`src/biquad_dc_block_highpass_core_assert.svh`:
```
// Assertion macros shared by the biquad DC-block RTL.
`ifndef BIQUAD_DC_BLOCK_HIGHPASS_CORE_ASSERT_SVH
`define BIQUAD_DC_BLOCK_HIGHPASS_CORE_ASSERT_SVH

// Clocked assertion, disabled while reset is asserted (active low).
`define BQDC_ASSERT(lbl, clk, rst_n, prop, msg) \
    lbl: assert property (@(posedge clk) disable iff (!rst_n) prop) \
        else $error(msg);

// Clocked assertion that also holds during reset.
`define BQDC_ASSERT_ALWAYS(lbl, clk, prop, msg) \
    lbl: assert property (@(posedge clk) prop) \
        else $error(msg);

`endif

```
`src/bqdc_pkg.sv`:
```
// Shared types, constants and helpers for the biquad DC-block filter.
`default_nettype none

package bqdc_pkg;

    // Coefficient and configuration port geometry
    localparam int COEF_W = 32;
    localparam int DATA_W = 32;
    localparam int ADDR_W = 5;

    // State and product formats: 30 fraction bits, 60-bit states
    localparam int STATE_FRAC = 30;
    localparam int ST_W       = 60;
    localparam int MAG_W      = 62;
    localparam int ACC_W      = 64;
    localparam int OUT_W      = 25;

    // Product magnitude cap (2^61)
    localparam logic [MAG_W-1:0] PROD_CAP = MAG_W'(1) << 61;

    // Saturation bounds of a state word, at accumulator width
    localparam logic signed [ACC_W-1:0] ST_MAX_A = 64'sd576460752303423487;
    localparam logic signed [ACC_W-1:0] ST_MIN_A = -64'sd576460752303423488;

    // Register indexes
    localparam logic [2:0] REG_B0 = 3'd0;
    localparam logic [2:0] REG_B1 = 3'd1;
    localparam logic [2:0] REG_B2 = 3'd2;
    localparam logic [2:0] REG_A1 = 3'd3;
    localparam logic [2:0] REG_A2 = 3'd4;

    // Reset coefficients: 0.1 Hz Butterworth high-pass at 125 Sa/s
    localparam logic signed [COEF_W-1:0] B0_RST = 32'sd1069932183;
    localparam logic signed [COEF_W-1:0] B1_RST = -32'sd2139864366;
    localparam logic signed [COEF_W-1:0] B2_RST = 32'sd1069932183;
    localparam logic signed [COEF_W-1:0] A1_RST = -32'sd2139850851;
    localparam logic signed [COEF_W-1:0] A2_RST = 32'sd1066136060;

    typedef struct packed {
        logic [COEF_W-1:0] b0;
        logic [COEF_W-1:0] b1;
        logic [COEF_W-1:0] b2;
        logic [COEF_W-1:0] a1;
        logic [COEF_W-1:0] a2;
    } t_coefs;

    // Request to the shared multiplier: sign-magnitude operand, raw coefficient
    typedef struct packed {
        logic              start;
        logic              neg_a;
        logic [MAG_W-1:0]  mag_a;
        logic [COEF_W-1:0] coef;
    } t_mul_req;

    typedef struct packed {
        logic                    done;
        logic signed [ACC_W-1:0] prod;
    } t_mul_rsp;

    // Clamp an accumulator value to the state range
    function automatic logic signed [ST_W-1:0] sat_state(input logic signed [ACC_W-1:0] v);
        logic signed [ST_W-1:0] r;
        if (v > ST_MAX_A) begin
            r = ST_MAX_A[ST_W-1:0];
        end else if (v < ST_MIN_A) begin
            r = ST_MIN_A[ST_W-1:0];
        end else begin
            r = v[ST_W-1:0];
        end
        return r;
    endfunction

endpackage

`default_nettype wire

```
`src/bqdc_regs.sv`:
```
// APB coefficient register file for the biquad DC-block filter.
`default_nettype none

module bqdc_regs (
    input  wire logic                        i_clk,
    input  wire logic                        i_rst_n,
    input  wire logic                        psel,
    input  wire logic                        penable,
    input  wire logic                        pwrite,
    input  wire logic [bqdc_pkg::ADDR_W-1:0] paddr,
    input  wire logic [bqdc_pkg::DATA_W-1:0] pwdata,
    output logic      [bqdc_pkg::DATA_W-1:0] prdata,
    output logic                             pready,
    output bqdc_pkg::t_coefs                 o_coefs
);

    bqdc_pkg::t_coefs r_coefs;
    logic [2:0]       reg_idx;
    logic             wr_en;

    assign reg_idx = paddr[bqdc_pkg::ADDR_W-1:2];
    assign wr_en   = psel && penable && pwrite;
    assign pready  = 1'b1;
    assign o_coefs = r_coefs;

    // Register writes; unknown indexes are dropped
    always_ff @(posedge i_clk) begin
        if (!i_rst_n) begin
            r_coefs.b0 <= bqdc_pkg::B0_RST;
            r_coefs.b1 <= bqdc_pkg::B1_RST;
            r_coefs.b2 <= bqdc_pkg::B2_RST;
            r_coefs.a1 <= bqdc_pkg::A1_RST;
            r_coefs.a2 <= bqdc_pkg::A2_RST;
        end else if (wr_en) begin
            case (reg_idx)
                bqdc_pkg::REG_B0: r_coefs.b0 <= pwdata;
                bqdc_pkg::REG_B1: r_coefs.b1 <= pwdata;
                bqdc_pkg::REG_B2: r_coefs.b2 <= pwdata;
                bqdc_pkg::REG_A1: r_coefs.a1 <= pwdata;
                bqdc_pkg::REG_A2: r_coefs.a2 <= pwdata;
                default: ;
            endcase
        end
    end

    // Read mux
    always_comb begin
        case (reg_idx)
            bqdc_pkg::REG_B0: prdata = r_coefs.b0;
            bqdc_pkg::REG_B1: prdata = r_coefs.b1;
            bqdc_pkg::REG_B2: prdata = r_coefs.b2;
            bqdc_pkg::REG_A1: prdata = r_coefs.a1;
            bqdc_pkg::REG_A2: prdata = r_coefs.a2;
            default:          prdata = '0;
        endcase
    end

endmodule

`default_nettype wire

```
`config.mk`:
```
export PLATFORM = sky130hd
export DESIGN_NAME = bqdc_regs
export DESIGN_NICKNAME = d
export VERILOG_FILES = /design/src/biquad_dc_block_highpass_core_assert.svh /design/src/bqdc_pkg.sv /design/src/bqdc_regs.sv
export SDC_FILE = /design/constraint.sdc
export NUM_CORES = 1
export LEC_CHECK = 0
export BUFFER_PORTS_ARGS = -buffer_cell sky130_fd_sc_hd__buf_2
export CELL_PAD_IN_SITES_DETAIL_PLACEMENT = 1
export CELL_PAD_IN_SITES_GLOBAL_PLACEMENT = 2
export CORE_UTILIZATION = 30
export DETAILED_ROUTE_END_ITERATION = 8
export PLACE_DENSITY_LB_ADDON = 0.1
export SYNTH_ARGS = -nofsm -noshare
export SYNTH_HDL_FRONTEND = slang
export SYNTH_SLANG_ARGS = --single-unit
```
`constraint.sdc`:
```
create_clock -name i_clk -period 1.7 [get_ports i_clk]
set_input_delay 0.34 -clock i_clk [delete_from_list [all_inputs] [get_ports i_clk]]
set_output_delay 0.34 -clock i_clk [all_outputs]
set_load 0.03 [all_outputs]
```
==> run summary <==
status: finished, violations left
failing checks: setup timing
Synth Area per Inst: 9.56 µm²
vias in the first global route: 6990
clk slew on worst S/H paths: 70 ps
Routed WL per cell: 20.1 µm
Mapped Nets: 825
post-synthesis register bit count: 160
vias per std cell: 4.91
area grow syn2layout: 47.7%
Mapped Area: 7480 µm²
Hold Path Class: in -> reg
Total GRT Usage: 21.9%
Final min period: 1850 ps
Worst Path Buf+Inv: 5
CTS tree: done
Tot Pwr: 9070 µW
unrepaired setup endpoints after global routing: yes
Setup CP Type: in -> out
post-route clock period utilization: 109%
Leakage Power: 0.00508 µW
Die W: 160 µm
Pins Over Slew Limit: 0
CP max-delay cell: o22ai_2
Top Ports: 235
cts bufs inserted: 17
VDD IR max: 0.461 mV
crit-path most repeated cell: buf_12
# DRC: 0
worst-path fanout max: 6
fmax: 541 MHz
Synth cell types: 28
area leader, netlist: dfxtp_1
DP HPWL: 19600 µm
DIE AREA: 25600 µm²
Synth top area share: 42.8%
worst-skew pair later-pin latency: 430 ps
Cell Pwr Density: 821 nW/µm²
worst path cell trace: buf_12 > buf_12 > nor2b_4 > buf_6 > buf_12 > a22oi_2 > o22ai_2 > buf_6
Worst Skew: 0 ps
total grt overflow: 0
Synthesis Warnings: 0
CP max stage delay: 190 ps
initial antenna violation count: 0
Final GP Congestion: 0.744
num rows: 57
Nets: 1093
max reg flops: 160
Clock Sinks: 160
worst setup margin: -149 ps
final hold violations: 0
Initial Util: 30.7%
worst endpoint data arrival time: 1510 ps
Area after DPL: 9690 µm²
design area: 11000 µm²
Syn Inst Count: 783
# setup viols final: 32
first-pass GRT wire length: 42500 µm
htree depth: 4
Core ar.: 24400 µm²
register area share after synthesis: 42.8%
Synth area leaders: dfxtp_1 (43%), mux2i_1 (18%), nor2b_1 (8.0%), a22oi_1 (6.2%), nand2_1 (5.0%)
post-route ant nets: 0
pin count of the biggest net entering global routing: 53
final setup TNS: -2400 ps
1st-pass router iterations: 5
DIE HEIGHT: 160 µm
crit end category: output pin
PortBufs: 231
CP required: 1360 ps
max_cap viols: 0
Post-CTS Hold Fix Bufs: 0
via count of the routed design: 6816
fraction of layout cells with a size suffix above 1: 47.7%
CP Launch Type: input pin
clk buf depth: 2
clock root cell: clkbuf_16
CP top delay family: buffers and inverters
Routed Wire Length: 28000 µm
starting DRC count in detailed routing: 329
## per-stage QoR
stage	instances	util, %	hold WS [ps]	worst slack [ps]
final	1389	45.3	177	-149
after global routing	1388	45.3	175	-203
after CTS	1385	44.9	156	-147
after global placement	1334	39.7	461	-285
after floorplan	783	-	482	2.21
after detailed placement	1334	39.7	463	-270
## power by group
| group | switching (µW) | internal (µW) |
|---|---|---|
| clock network | 1760 | 2220 |
| registers | 28.8 | 3780 |
| logic | 722 | 561 |
| total | 2510 | 6560 |
## worst reg2reg max path, stage by stage, from the launching register on
cell and delay, ps:
dfxtp_2 320, buf_4 130, nor2b_1 120, mux2i_1 80
## repair_timing
item,CTS,global route
gates cloned,3,1
gates resized for setup,142,29
buffers inserted,17,5
setup endpoints to repair,32,32
pin swaps,17,12
## area by class of cell
cell class / instances / area [µm²]
inverter: 25 / 93.8
clock buffer: 18 / 429
fill: 2766 / 13300
antenna: 1 / 2.50
clock inverter: 14 / 170
multi-input combinational: 524 / 4270
sequential: 160 / 3250
tap: 324 / 405
timing repair buffer: 323 / 2430
## logic make-up after synthesis
group	share of synthesized area [%]
buffers and inverters	6.32
muxes	23.0
and+or+nand+nor	16.1
other	0.0501
AOI/OAI and AO/OA	11.8
DFF	42.8
## cell usage in the layout (no fill, tap or decap), types with 25 or more instances in the layout
cell type and n:
buf_2 195, mux2i_1 136, dfxtp_1 120, nand2_1 100, nor2b_1 94, buf_4 62, dfxtp_2 40, buf_6 39
a22oi_2 36, o22ai_2 32, a22oi_1 26, inv_1 25
## per-layer routing
layer  share of wire [%]  GRT usage, %  wire [µm]
met1                  46          28.4      12900
met4                 1.0          5.63        290
met2                  48          36.6      13400
met5                   0             0          0
met3                 5.0          4.60       1410
## synth_stat cells, drive strengths merged
| master | instances |
|---|---|
| nand4b | 1 |
| mux2i | 136 |
| a22oi | 62 |
| and3 | 3 |
| o211ai | 24 |
| nand3 | 23 |
| dfxtp | 160 |
| or3 | 2 |
| o31ai | 3 |
| conb | 1 |
| inv | 25 |
| nand4 | 1 |
| o22ai | 32 |
| and4b | 1 |
| clkbuf | 40 |
| and3b | 1 |
| a21oi | 1 |
| mux2 | 32 |
| buf | 34 |
| a31oi | 1 |
| nor2b | 96 |
| nor3 | 3 |
| nand2 | 100 |
| nor2 | 1 |
## path summary, 6_finish.rpt
| check | slack (ps) | depth (start not counted) | end | start |
|---|---|---|---|---|
| setup / recovery | -150 | 8 | prdata[5] | paddr[2] |
| setup reg to reg | 930 | 3 | o_coefs[87] | o_coefs[87] |
| hold / removal | 180 | 3 | o_coefs[132] | pwdata[4] |
| hold reg to reg | 470 | 2 | o_coefs[43] | o_coefs[43] |
Power figures use the tool's default switching activity.
